$ cat config.mk
export PLATFORM = sky130hd
export DESIGN_NAME = lcg64_random_mod_limit_unit_flat
export DESIGN_NICKNAME = d
export VERILOG_FILES = /design/src/rtl/lcg64_pkg.sv /design/src/rtl/lcg64_req_if.sv /design/src/rtl/lcg64_rsp_if.sv /design/src/rtl/lcg64_cfg_if.sv /design/src/rtl/lcg64_datapath.sv /design/src/rtl/lcg64_controller.sv /design/src/rtl/lcg64_random_mod_limit_unit.sv /design/src/flat_wrapper.sv
export VERILOG_INCLUDE_DIRS = /design/src /design/src/rtl
export SDC_FILE = /design/constraint.sdc
export NUM_CORES = 2
export LEC_CHECK = 0
export BUFFER_PORTS_ARGS = -buffer_cell sky130_fd_sc_hd__buf_2
export CORE_ASPECT_RATIO = 0.75
export CORE_UTILIZATION = 55
export CTS_CLUSTER_DIAMETER = 30
export DETAILED_ROUTE_END_ITERATION = 12
export GPL_TIMING_DRIVEN = 0
export PLACE_DENSITY = 0.81
export SYNTH_ARGS = -nofsm -noshare
export SYNTH_HDL_FRONTEND = slang
export SYNTH_SLANG_ARGS = --single-unit
$ cat constraint.sdc
create_clock -name clk -period 16.4 [get_ports clk]
set_input_delay 1.64 -clock clk [delete_from_list [all_inputs] [get_ports clk]]
set_output_delay 1.64 -clock clk [all_outputs]
set_load 0.01 [all_outputs]
$ cat src/rtl/lcg64_random_mod_limit_unit_assert.svh
// assertion macros used by the lcg64 controller
// no dependencies; define ASSERT_OFF to drop all checks
`ifndef LCG64_RANDOM_MOD_LIMIT_UNIT_ASSERT_SVH
`define LCG64_RANDOM_MOD_LIMIT_UNIT_ASSERT_SVH

`ifndef ASSERT_OFF
`define LCG64_ASSERT(lbl, clk, rst, prop, msg) \
  lbl: assert property (@(posedge clk) disable iff (rst) prop) else $error(msg);
`define LCG64_ASSERT_RESET(lbl, clk, prop, msg) \
  lbl: assert property (@(posedge clk) prop) else $error(msg);
`else
`define LCG64_ASSERT(lbl, clk, rst, prop, msg)
`define LCG64_ASSERT_RESET(lbl, clk, prop, msg)
`endif

`endif

$ cat src/rtl/lcg64_pkg.sv
// shared constants and controller/datapath types for the lcg64 unit
// no dependencies
`default_nettype none

package lcg64_pkg;

  localparam int WORD_W    = 64;
  localparam int HALF_W    = WORD_W / 2;
  localparam int MULT_W    = 28;
  localparam int INC_W     = 35;
  localparam int PROD_W    = MULT_W + HALF_W;
  localparam int PROD_LO_W = PROD_W + 1;

  localparam logic [MULT_W-1:0] LCG_MULT   = 28'd136204069;
  localparam logic [INC_W-1:0]  LCG_INC    = 35'd28500701229;
  localparam logic [WORD_W-1:0] SEED_RESET = 64'd1;

  typedef struct packed {
    logic load_seed;
    logic start;
    logic mul_lo;
    logic mul_hi;
    logic add;
    logic div_step;
    logic out_load;
  } ctrl_cmd_t;

  typedef struct packed {
    logic bound_zero;
  } dp_status_t;

endpackage

`default_nettype wire

$ cat src/rtl/lcg64_req_if.sv
// request channel carrying the upper bound
// depends on lcg64_pkg
`default_nettype none

interface lcg64_req_if;
  logic                          valid;
  logic                          ready;
  logic [lcg64_pkg::WORD_W-1:0]  upper_bound;

  modport source (output valid, output upper_bound, input ready);
  modport sink (input valid, input upper_bound, output ready);
endinterface

`default_nettype wire

$ cat src/rtl/lcg64_rsp_if.sv
// response channel carrying the reduced random number and zero-bound flag
// depends on lcg64_pkg
`default_nettype none

interface lcg64_rsp_if;
  logic                          valid;
  logic                          ready;
  logic [lcg64_pkg::WORD_W-1:0]  random_out;
  logic                          bound_zero;

  modport source (output valid, output random_out, output bound_zero, input ready);
  modport sink (input valid, input random_out, input bound_zero, output ready);
endinterface

`default_nettype wire

$ cat src/rtl/lcg64_cfg_if.sv
// configuration write channel carrying the seed value
// depends on lcg64_pkg
`default_nettype none

interface lcg64_cfg_if;
  logic                          valid;
  logic                          ready;
  logic [lcg64_pkg::WORD_W-1:0]  seed_value;

  modport source (output valid, output seed_value, input ready);
  modport sink (input valid, input seed_value, output ready);
endinterface

`default_nettype wire

$ cat src/rtl/lcg64_datapath.sv
// generator state, shared 28x32 multiplier, radix-2 remainder unit, result register
// depends on lcg64_pkg
`default_nettype none

module lcg64_datapath (
  input  wire                          clk,
  input  wire                          rst,
  input  lcg64_pkg::ctrl_cmd_t         cmd,
  output lcg64_pkg::dp_status_t        status,
  input  wire [lcg64_pkg::WORD_W-1:0]  seed_value,
  input  wire [lcg64_pkg::WORD_W-1:0]  upper_bound,
  output logic [lcg64_pkg::WORD_W-1:0] random_out,
  output logic                         bound_zero
);

  localparam int WORD_W    = lcg64_pkg::WORD_W;
  localparam int HALF_W    = lcg64_pkg::HALF_W;
  localparam int PROD_W    = lcg64_pkg::PROD_W;
  localparam int PROD_LO_W = lcg64_pkg::PROD_LO_W;

  logic [WORD_W-1:0]    gen_state;
  logic [WORD_W-1:0]    bound;
  logic                 zero_flag;
  logic [PROD_LO_W-1:0] prod_lo;
  logic [HALF_W-1:0]    prod_hi;
  logic [WORD_W-1:0]    dividend;
  logic [WORD_W-1:0]    rem;

  logic [HALF_W-1:0]    mul_a;
  logic [PROD_W-1:0]    mul_p;
  logic [WORD_W-1:0]    sum;
  logic [WORD_W:0]      shifted;
  logic [WORD_W+1:0]    diff;

  // one shared multiplier, low half then high half of the state
  assign mul_a   = cmd.mul_hi ? gen_state[WORD_W-1:HALF_W] : gen_state[HALF_W-1:0];
  assign mul_p   = PROD_W'(lcg64_pkg::LCG_MULT) * PROD_W'(mul_a);
  assign sum     = WORD_W'(prod_lo) + {prod_hi, {HALF_W{1'b0}}};

  // restoring remainder step
  assign shifted = {rem, dividend[WORD_W-1]};
  assign diff    = {1'b0, shifted} - {2'b00, bound};

  always_ff @(posedge clk) begin
    if (rst) begin
      gen_state <= lcg64_pkg::SEED_RESET;
    end else if (cmd.load_seed) begin
      gen_state <= seed_value;
    end else if (cmd.add) begin
      gen_state <= sum;
    end
  end

  always_ff @(posedge clk) begin
    if (cmd.start) begin
      bound     <= upper_bound;
      zero_flag <= (upper_bound == '0);
    end
    if (cmd.mul_lo) begin
      prod_lo <= PROD_LO_W'(mul_p) + PROD_LO_W'(lcg64_pkg::LCG_INC);
    end
    if (cmd.mul_hi) begin
      prod_hi <= mul_p[HALF_W-1:0];
    end
    if (cmd.add) begin
      dividend <= sum;
      rem      <= '0;
    end else if (cmd.div_step) begin
      dividend <= {dividend[WORD_W-2:0], 1'b0};
      rem      <= diff[WORD_W+1] ? shifted[WORD_W-1:0] : diff[WORD_W-1:0];
    end
    if (cmd.out_load) begin
      random_out <= zero_flag ? '0 : rem;
      bound_zero <= zero_flag;
    end
  end

  assign status.bound_zero = zero_flag;

endmodule

`default_nettype wire

$ cat src/rtl/lcg64_controller.sv
// sequencer for load, multiply, add, 64 remainder steps (skipped for a zero bound) and result handoff
// depends on lcg64_pkg and the assertion macro header
`default_nettype none
`include "lcg64_random_mod_limit_unit_assert.svh"

module lcg64_controller (
  input  wire                     clk,
  input  wire                     rst,
  input  wire                     req_valid,
  output logic                    req_ready,
  input  wire                     cfg_valid,
  output logic                    cfg_ready,
  output logic                    rsp_valid,
  input  wire                     rsp_ready,
  output lcg64_pkg::ctrl_cmd_t    cmd,
  input  lcg64_pkg::dp_status_t   status
);

  localparam int DIV_STEPS = lcg64_pkg::WORD_W;
  localparam int CNT_W     = $clog2(DIV_STEPS);
  localparam logic [CNT_W-1:0] CNT_LAST = CNT_W'(DIV_STEPS - 1);

  typedef enum logic [2:0] {
    S_IDLE,
    S_MUL_LO,
    S_MUL_HI,
    S_ADD,
    S_DIV,
    S_FINISH
  } state_t;

  state_t            state;
  state_t            state_next;
  logic [CNT_W-1:0]  step_cnt;
  logic              out_free;

  assign out_free  = !rsp_valid || rsp_ready;
  assign cfg_ready = (state == S_IDLE);
  assign req_ready = (state == S_IDLE) && !cfg_valid;

  always_comb begin
    cmd            = '0;
    state_next     = state;
    cmd.load_seed  = cfg_valid && cfg_ready;
    case (state)
      S_IDLE: begin
        if (req_valid && req_ready) begin
          cmd.start  = 1'b1;
          state_next = S_MUL_LO;
        end
      end
      S_MUL_LO: begin
        cmd.mul_lo = 1'b1;
        state_next = S_MUL_HI;
      end
      S_MUL_HI: begin
        cmd.mul_hi = 1'b1;
        state_next = S_ADD;
      end
      S_ADD: begin
        cmd.add    = 1'b1;
        state_next = status.bound_zero ? S_FINISH : S_DIV;
      end
      S_DIV: begin
        cmd.div_step = 1'b1;
        if (step_cnt == CNT_LAST) begin
          state_next = S_FINISH;
        end
      end
      S_FINISH: begin
        if (out_free) begin
          cmd.out_load = 1'b1;
          state_next   = S_IDLE;
        end
      end
      default: begin
        state_next = S_IDLE;
      end
    endcase
  end

  always_ff @(posedge clk) begin
    if (rst) begin
      state     <= S_IDLE;
      step_cnt  <= '0;
      rsp_valid <= 1'b0;
    end else begin
      state <= state_next;
      if (state == S_DIV) begin
        step_cnt <= step_cnt + 1'b1;
      end else begin
        step_cnt <= '0;
      end
      if (cmd.out_load) begin
        rsp_valid <= 1'b1;
      end else if (rsp_ready) begin
        rsp_valid <= 1'b0;
      end
    end
  end

  `LCG64_ASSERT(a_accept_starts, clk, rst, req_valid && req_ready |=> state == S_MUL_LO, "accepted request did not start the multiply")
  `LCG64_ASSERT(a_div_ends, clk, rst, (state == S_DIV) && (step_cnt == CNT_LAST) |=> state == S_FINISH, "remainder loop did not end after last step")
  `LCG64_ASSERT(a_no_overwrite, clk, rst, cmd.out_load |-> out_free, "result loaded over an untaken response")
  `LCG64_ASSERT(a_one_phase, clk, rst, $onehot0({cmd.start, cmd.mul_lo, cmd.mul_hi, cmd.add, cmd.div_step, cmd.out_load}), "more than one datapath phase active")
  `LCG64_ASSERT_RESET(a_reset_idle, clk, rst |=> (state == S_IDLE) && !rsp_valid, "reset did not return to idle")

endmodule

`default_nettype wire

$ cat src/rtl/lcg64_random_mod_limit_unit.sv
// Top level of the 64-bit linear congruential generator with per-request modulo limit.
// Depends on lcg64_pkg, the request/response/config interfaces, controller and datapath.
// Each request advances state = 136204069*state + 28500701229 (mod 2^64) and returns the
// new state modulo upper_bound; a zero bound returns 0 with bound_zero set. One request
// is handled at a time: a nonzero bound passes through the low and high halves on the
// shared 28x32 multiplier, one add, 64 steps of the radix-2 remainder loop and one output
// load, which waits until the output register is free; a zero bound skips the loop. No new
// request is taken until the last one is through. A finished response sits in an output
// register while the next request is accepted. Writing the seed reloads the state; the
// state resets to 1. Seed writes are taken only while no request is being worked on.
`default_nettype none

module lcg64_random_mod_limit_unit (
  input  wire          clk,
  input  wire          rst,
  lcg64_cfg_if.sink    cfg,
  lcg64_req_if.sink    req,
  lcg64_rsp_if.source  rsp
);

  lcg64_pkg::ctrl_cmd_t   cmd;
  lcg64_pkg::dp_status_t  status;

  lcg64_controller u_ctrl (
    .clk       (clk),
    .rst       (rst),
    .req_valid (req.valid),
    .req_ready (req.ready),
    .cfg_valid (cfg.valid),
    .cfg_ready (cfg.ready),
    .rsp_valid (rsp.valid),
    .rsp_ready (rsp.ready),
    .cmd       (cmd),
    .status    (status)
  );

  lcg64_datapath u_dp (
    .clk         (clk),
    .rst         (rst),
    .cmd         (cmd),
    .status      (status),
    .seed_value  (cfg.seed_value),
    .upper_bound (req.upper_bound),
    .random_out  (rsp.random_out),
    .bound_zero  (rsp.bound_zero)
  );

endmodule

`default_nettype wire
$ cat src/flat_wrapper.sv
// flat-port wrapper written by rule: the top's interface ports become plain ports
module lcg64_random_mod_limit_unit_flat 
  (clk, rst, cfg_valid, cfg_seed_value, cfg_ready, req_valid, req_upper_bound, req_ready, rsp_valid, rsp_random_out, rsp_bound_zero, rsp_ready);
  lcg64_cfg_if cfg_i ();
  lcg64_req_if req_i ();
  lcg64_rsp_if rsp_i ();
  input  wire clk;
  input  wire rst;
  input wire logic [$bits(cfg_i.valid)-1:0] cfg_valid;
  input wire logic [$bits(cfg_i.seed_value)-1:0] cfg_seed_value;
  output wire logic [$bits(cfg_i.ready)-1:0] cfg_ready;
  input wire logic [$bits(req_i.valid)-1:0] req_valid;
  input wire logic [$bits(req_i.upper_bound)-1:0] req_upper_bound;
  output wire logic [$bits(req_i.ready)-1:0] req_ready;
  output wire logic [$bits(rsp_i.valid)-1:0] rsp_valid;
  output wire logic [$bits(rsp_i.random_out)-1:0] rsp_random_out;
  output wire logic [$bits(rsp_i.bound_zero)-1:0] rsp_bound_zero;
  input wire logic [$bits(rsp_i.ready)-1:0] rsp_ready;
  assign cfg_i.valid = cfg_valid;
  assign cfg_i.seed_value = cfg_seed_value;
  assign cfg_ready = cfg_i.ready;
  assign req_i.valid = req_valid;
  assign req_i.upper_bound = req_upper_bound;
  assign req_ready = req_i.ready;
  assign rsp_valid = rsp_i.valid;
  assign rsp_random_out = rsp_i.random_out;
  assign rsp_bound_zero = rsp_i.bound_zero;
  assign rsp_i.ready = rsp_ready;
  lcg64_random_mod_limit_unit u_core (.clk(clk), .rst(rst), .cfg(cfg_i), .req(req_i), .rsp(rsp_i));
endmodule
### After elaboration in Yosys (flattened, before gate mapping)

Index checks and enable logic that the tools add are counted.

| word-level totals | value |
|---|---|
| bits in read-only memories | 0 |
| bits in registers | 425 |
| memories kept | 0 |
| bits in latches | 0 |
| word-level logic and storage cells | 61 |
| output and inout bits | 68 |
| memory bits (writable) | 0 |
| input port bits | 133 |

| operators by class | value |
|---|---|
| $mul | 1 |
| shifts and indexed selects | 0 |
| reduce and logical (&&, ||, !) cells | 13 |
| bitwise gates (word level) | 1 |
| muxes and demuxes | 21 |
| div/mod/pow operators | 0 |
| $add $sub $neg | 4 |
| $lt $le $gt $ge | 0 |
| equality and inequality tests | 9 |

Operator list:

| kind | count |
|---|---|
| 64-bit two-way mux | 5 |
| 65-bit by 64-bit subtractor with 66-bit output | 1 |
| 61-bit by 64-bit adder with 64-bit output | 1 |
| 64-bit logical NOT | 1 |
| 60-bit by 35-bit adder with 61-bit output, second input constant | 1 |
| 28-bit by 32-bit multiplier with 60-bit output, first input constant | 1 |
| 32-bit two-way mux | 1 |
| 3-bit one-hot mux with 6 select lines | 1 |
| 1-bit two-way mux | 11 |
| 3-bit two-way mux | 3 |
| 6-bit by 1-bit adder with 6-bit output, second input constant | 1 |
| 3-bit by 2-bit == test with 1-bit output, second input constant | 2 |
| 3-bit == test, second input constant | 2 |
| 6-bit == test, second input constant | 1 |
| 2-bit nonzero test | 3 |
| 2-bit inequality test, second input constant | 2 |
| 3-bit by 1-bit == test with 1-bit output, second input constant | 1 |
| 1-bit logical AND | 3 |
| 3-bit logical NOT | 1 |
| 3-bit AND reduction | 1 |
| 1-bit logical NOT | 2 |
| 2-bit by 1-bit inequality test with 1-bit output, second input constant | 1 |
| 2-bit OR reduction | 1 |
| 1-bit logical OR | 1 |
| 1-bit NOT | 1 |

### Longest topological paths before layout

| logic depth | value |
|---|---|
| depth after elaboration | 5 |
| gate-level depth with buffers | 33 |
| gate-level depth less buffers | 31 |

### By module

A second synthesis with hierarchy kept.

| second synthesis, totals | value |
|---|---|
| cell total of the unflattened synthesis | 3745 |
| area total of the unflattened synthesis | 36198.5 um2 |

Modules (own cells, without submodules):

| module | sequential area each (um2) | area each (um2) | cells an instance | times used |
|---|---|---|---|---|
| lcg64_datapath | 11180.7 | 35680.5 | 3688 | 1 |
| lcg64_controller | 200.2 | 518.0 | 57 | 1 |

### Least setup slack after synthesis

OpenSTA, ideal clock, no wires.

| timing path | value |
|---|---|
| path kind | reg-to-reg |
| from | reg u_core.u_ctrl.state[2] |
| to | reg u_core.u_dp.prod_lo[59], data pin |
| buffers on the path | 3 |
| arrival time | 9585 ps |
| stages on the path, launching flop included | 34 |
| path slack | 6557 ps |
| period minus slack after synthesis | 9843 ps |
| data required time | 16141 ps |
| cell sequence | dfxtp_1 nor3b_4 clkbuf_1 clkbuf_1 mux2i_1 inv_1 ha_1 inv_1 fa_1 inv_1 fa_1 inv_1 fa_1 inv_1 fa_1 fa_1 inv_1 fa_1 inv_1 ha_1 buf_2 nand2_1 nor4_1 nand4_1 a21oi_1 a211oi_2 xor2_1 inv_1 or4b_4 nor2_2 a21boi_4 nor4_2 nand4_1 xor2_1 |

| between the ends | value |
|---|---|
| longest elaborated chain between the ends | 5 |

RTL lines:

| item | RTL line | RTL |
|---|---|---|
| from (decl) | lcg64_controller.sv:32 | `state_t state;` |
| from (signal assigned) | lcg64_controller.sv:88 | `state <= state_next;` |
| 3-bit by 2-bit == test with 1-bit output | lcg64_controller.sv:45 | `case (state)` |
| 1-bit two-way mux | lcg64_controller.sv:45 |  |
| 32-bit two-way mux | lcg64_datapath.sv:36 | `assign mul_a = cmd.mul_hi ? gen_state[WORD_W-1:HALF_W] : gen_state[HALF_W-1:0];` |
| 28-bit by 32-bit multiplier with 60-bit output | lcg64_datapath.sv:37 | `assign mul_p = PROD_W'(lcg64_pkg::LCG_MULT) * PROD_W'(mul_a);` |
| named net u_core.u_dp.mul_p[31] | lcg64_datapath.sv:30 | `logic [PROD_W-1:0] mul_p;` |
| 60-bit by 35-bit adder with 61-bit output | lcg64_datapath.sv:60 | `prod_lo <= PROD_LO_W'(mul_p) + PROD_LO_W'(lcg64_pkg::LCG_INC);` |
| to (signal assigned) | lcg64_datapath.sv:60 |  |
| to (decl) | lcg64_datapath.sv:24 | `logic [PROD_LO_W-1:0] prod_lo;` |

The timed path passes the listed nets, and every way through them passes these cells.
A chain may end at the register's enable or synchronous reset.

### Final worst setup path

Ends and elaborated chain as after synthesis.

==> results.py <==
metrics = {
    "timing": {
        "fmax_mhz": 86.0,
        "fin_skew_ns": 0.0484,
        "slew_headroom_pct": -8.07,
        "hold_viol_final": 0,
        "post-route-min-period_ns": 11.63,
        "tightest_slew_ns": 1.58,
        "slew_viol_final": 13,
        "setup_viol": 0,
        "tns_ns": 0,
        "rsz0062_at_grt": "no",
        "period_share_pct": 70.9,
        "setup_ws_ns": 4.77,
    },
    "logic_synthesis": {
        "ys_seq_elements": 425,
        "ys_seq_area_share_pct": 31.8,
        "ys_async_sr_fraction_pct": 0,
        "yosys.area.top_type": "edfxtp_1",
        "synth_area_um2": 35800,
        "yosysMostFrequentCell": "inv_1",
        "synth_edf_count": 287,
        "synth_common_cells": "645 x inv_1, 396 x nand2_1, 350 x ha_1",
        "yosys-top-cells-area": "edfxtp_1 24%, fa_1 16%, ha_1 12%",
        "synth_nets": 4511,
        "synth_top_area_share_pct": 24.1,
        "syn_area_per_cell_um2": 9.56,
        "synth_ff_type": "edfxtp_1",
        "ys_warn_count": 0,
        "netlist_instances": 3747,
        "yosys.cell_types.count": 97,
    },
    "worst_setup_path": {
        "critPathMaxStageDelay_ns": 1.32,
        "cp_max_fo": 10,
        "r2r_cells": 32,
        "crit_type": "reg -> reg",
        "r2r-start": "u_core.u_ctrl.state[2]$_SDFFE_PP0P_",
        "cpMostUsedCell": "inv_1",
        "cp-startpoint": "u_core.u_ctrl.state[2]$_SDFFE_PP0P_",
        "critPathRequiredTime_ns": 16.74,
        "r2r_slack_ns": 4.77,
        "cp_data_arrival_time_ns": 11.97,
        "cp-start-kind": "flip-flop",
        "end_kind": "flip-flop",
        "crit_slowest_cell": "mux2i_1",
    },
    "drt": {
        "wl_um": 107000,
        "dr.pass1.iters": 6,
        "vias": 29400,
        "via_per_inst": 5.90,
        "antenna_left": 0,
        "drt_iter0_markers": 3485,
        "wl_per_cell_um": 21.5,
        "drc_errors": 0,
    },
    "min_path": {
        "hold_class": "reg -> reg",
        "hold_depth": 0,
        "hold_start": "u_core.u_dp.status$_DFFE_PP_",
    },
    "cells_and_area": {
        "nets": 4807,
        "multi_input_area_um2": 21500,
        "final_layout_size_suffix_gt1_share_pct": 11.1,
        "final_core_util_pct": 64.2,
        "regArea_um2": 11400,
        "area_delta_synth_final_pct": 14.6,
        "fillers": 5012,
        "final_cells": 4976,
        "n_antenna_cell": 0,
    },
    "clock_network": {
        "cts_tree": "done",
        "cts.clk_slew.worst_paths_ns": 0.05,
        "clock_path_buffers": 3,
        "clock-sinks": 425,
        "cts_hold_buffers": 0,
        "clk_latency_ns": 0.64,
        "cts_buffers": 85,
        "post_cts_resized": 0,
        "htree_levels": 3,
        "post-cts-setup-buffer-count": 0,
        "cts_root_buffer": "clkbuf_16",
    },
    "floorplan": {
        "ios": 201,
        "die_w_um": 297,
        "core_um2": 64000,
        "dieArea_um2": 66100,
        "fp.dieH_um": 223,
        "start_util_pct": 56.0,
        "rows": 80,
    },
    "placed_design": {
        "portBuffers": 199,
        "dp_hpwl_um": 86600,
        "place_inst": 4816,
        "place_ws_ns": 5.39,
        "gp_congestion": 1.02,
    },
    "run_status": {
        "violations": "max-capacitance violations, max-slew violations",
        "status": "complete, but fails checks",
    },
    "global_routing": {
        "grt_pass1_wl_um": 163000,
        "grt_usage_pct": 32.6,
        "grt_max_degree": 66,
        "antenna_found_initial": 1,
        "grt_pass1_vias": 28500,
        "grt_overflow": 0,
    },
    "job": {
        "maxCapViolCount": 3,
    },
}
-- critical path: cells and delay by family, from the launching register on --
family | cells | cell delay (ns)
buffers and inverters | 10 | 2.04
AOI/OAI and AO/OA | 3 | 0.36
muxes | 1 | 1.32
and+or+nand+nor | 8 | 2.86
DFF | 1 | 0.37
xor gates and xnor gates | 2 | 0.62
adders and majority gates | 8 | 3.74
-- layout by cell type, fill, tap and decap left out, types with 110 or more instances in the layout --
cell type / synthesis / layout
fa_1: 281 / 281
a21oi_1: 225 / 225
clkbuf_1: 106 / 110
o21ai_0: 152 / 152
buf_2: 17 / 216
nand2_1: 396 / 396
inv_1: 645 / 644
dfxtp_1: 138 / 138
nor2_1: 163 / 163
ha_1: 350 / 350
edfxtp_1: 287 / 287
-- sequential cells by signal, indices dropped and copies added, names as in the netlist, 6 cells and up --
signal                  cells
u_core.u_ctrl.step_cnt      6
u_core.u_dp.bound          64
u_core.u_dp.dividend       64
u_core.u_dp.gen_state      64
u_core.u_dp.prod_hi        32
u_core.u_dp.prod_lo        61
u_core.u_dp.random_out     64
u_core.u_dp.rem            64
-- routing by layer --
layer	up-vias	wire [um]	part of all wire (%)	GRT usage [%]
met1	14200	45800	43	47.4
met5	-	0	0	0
li1	13300	-	-	-
met4	0	3270	3.1	9.84
met3	229	13000	12	9.34
met2	1616	44900	42	46.9
-- worst paths after layout --
| check | end |
|---|---|
| setup / recovery | u_core.u_dp.prod_lo[59]$_DFFE_PP_ |
| hold / removal | u_core.u_dp.bound_zero$_DFFE_PP_ |
| setup reg to reg | u_core.u_dp.prod_lo[59]$_DFFE_PP_ |
| hold reg to reg | u_core.u_dp.bound_zero$_DFFE_PP_ |
-- kinds of logic (layout without fill, tap and decap cells) --
logic type	Yosys count	after routing	share of synthesized area, %
AO/OA/AOI/OAI	751	751	13.6
XOR/XNOR	180	180	4.40
adder cells (fa/ha/maj)	631	631	27.9
flip-flops	425	425	31.8
multiplexers	49	49	1.46
buffers and inverters	775	1143	8.20
AND/OR/NAND/NOR	936	936	12.6
-- stage by stage --
stage	hold WS [ns]	area [um2]
after detailed placement	0.477	38000
after CTS	0.488	41000
after global routing	0.511	41000
after global placement	0.453	37900
final	0.491	41000
after floorplan	0.446	35800
-- layout make-up --
class / instances / share of cell area, %
Multi-Input combinational cell: 2547 / 52.4
Sequential cell: 425 / 27.7
Inverter: 645 / 5.90
Clock buffer: 95 / 5.45
Timing Repair Buffer: 209 / 2.80
Tap cell: 861 / 2.62
Clock inverter: 64 / 1.85
Buffer: 130 / 1.26
Power is left out: the tool's default activity adds up to more than one toggle a clock period on the data nets, which glitch-free logic cannot reach.
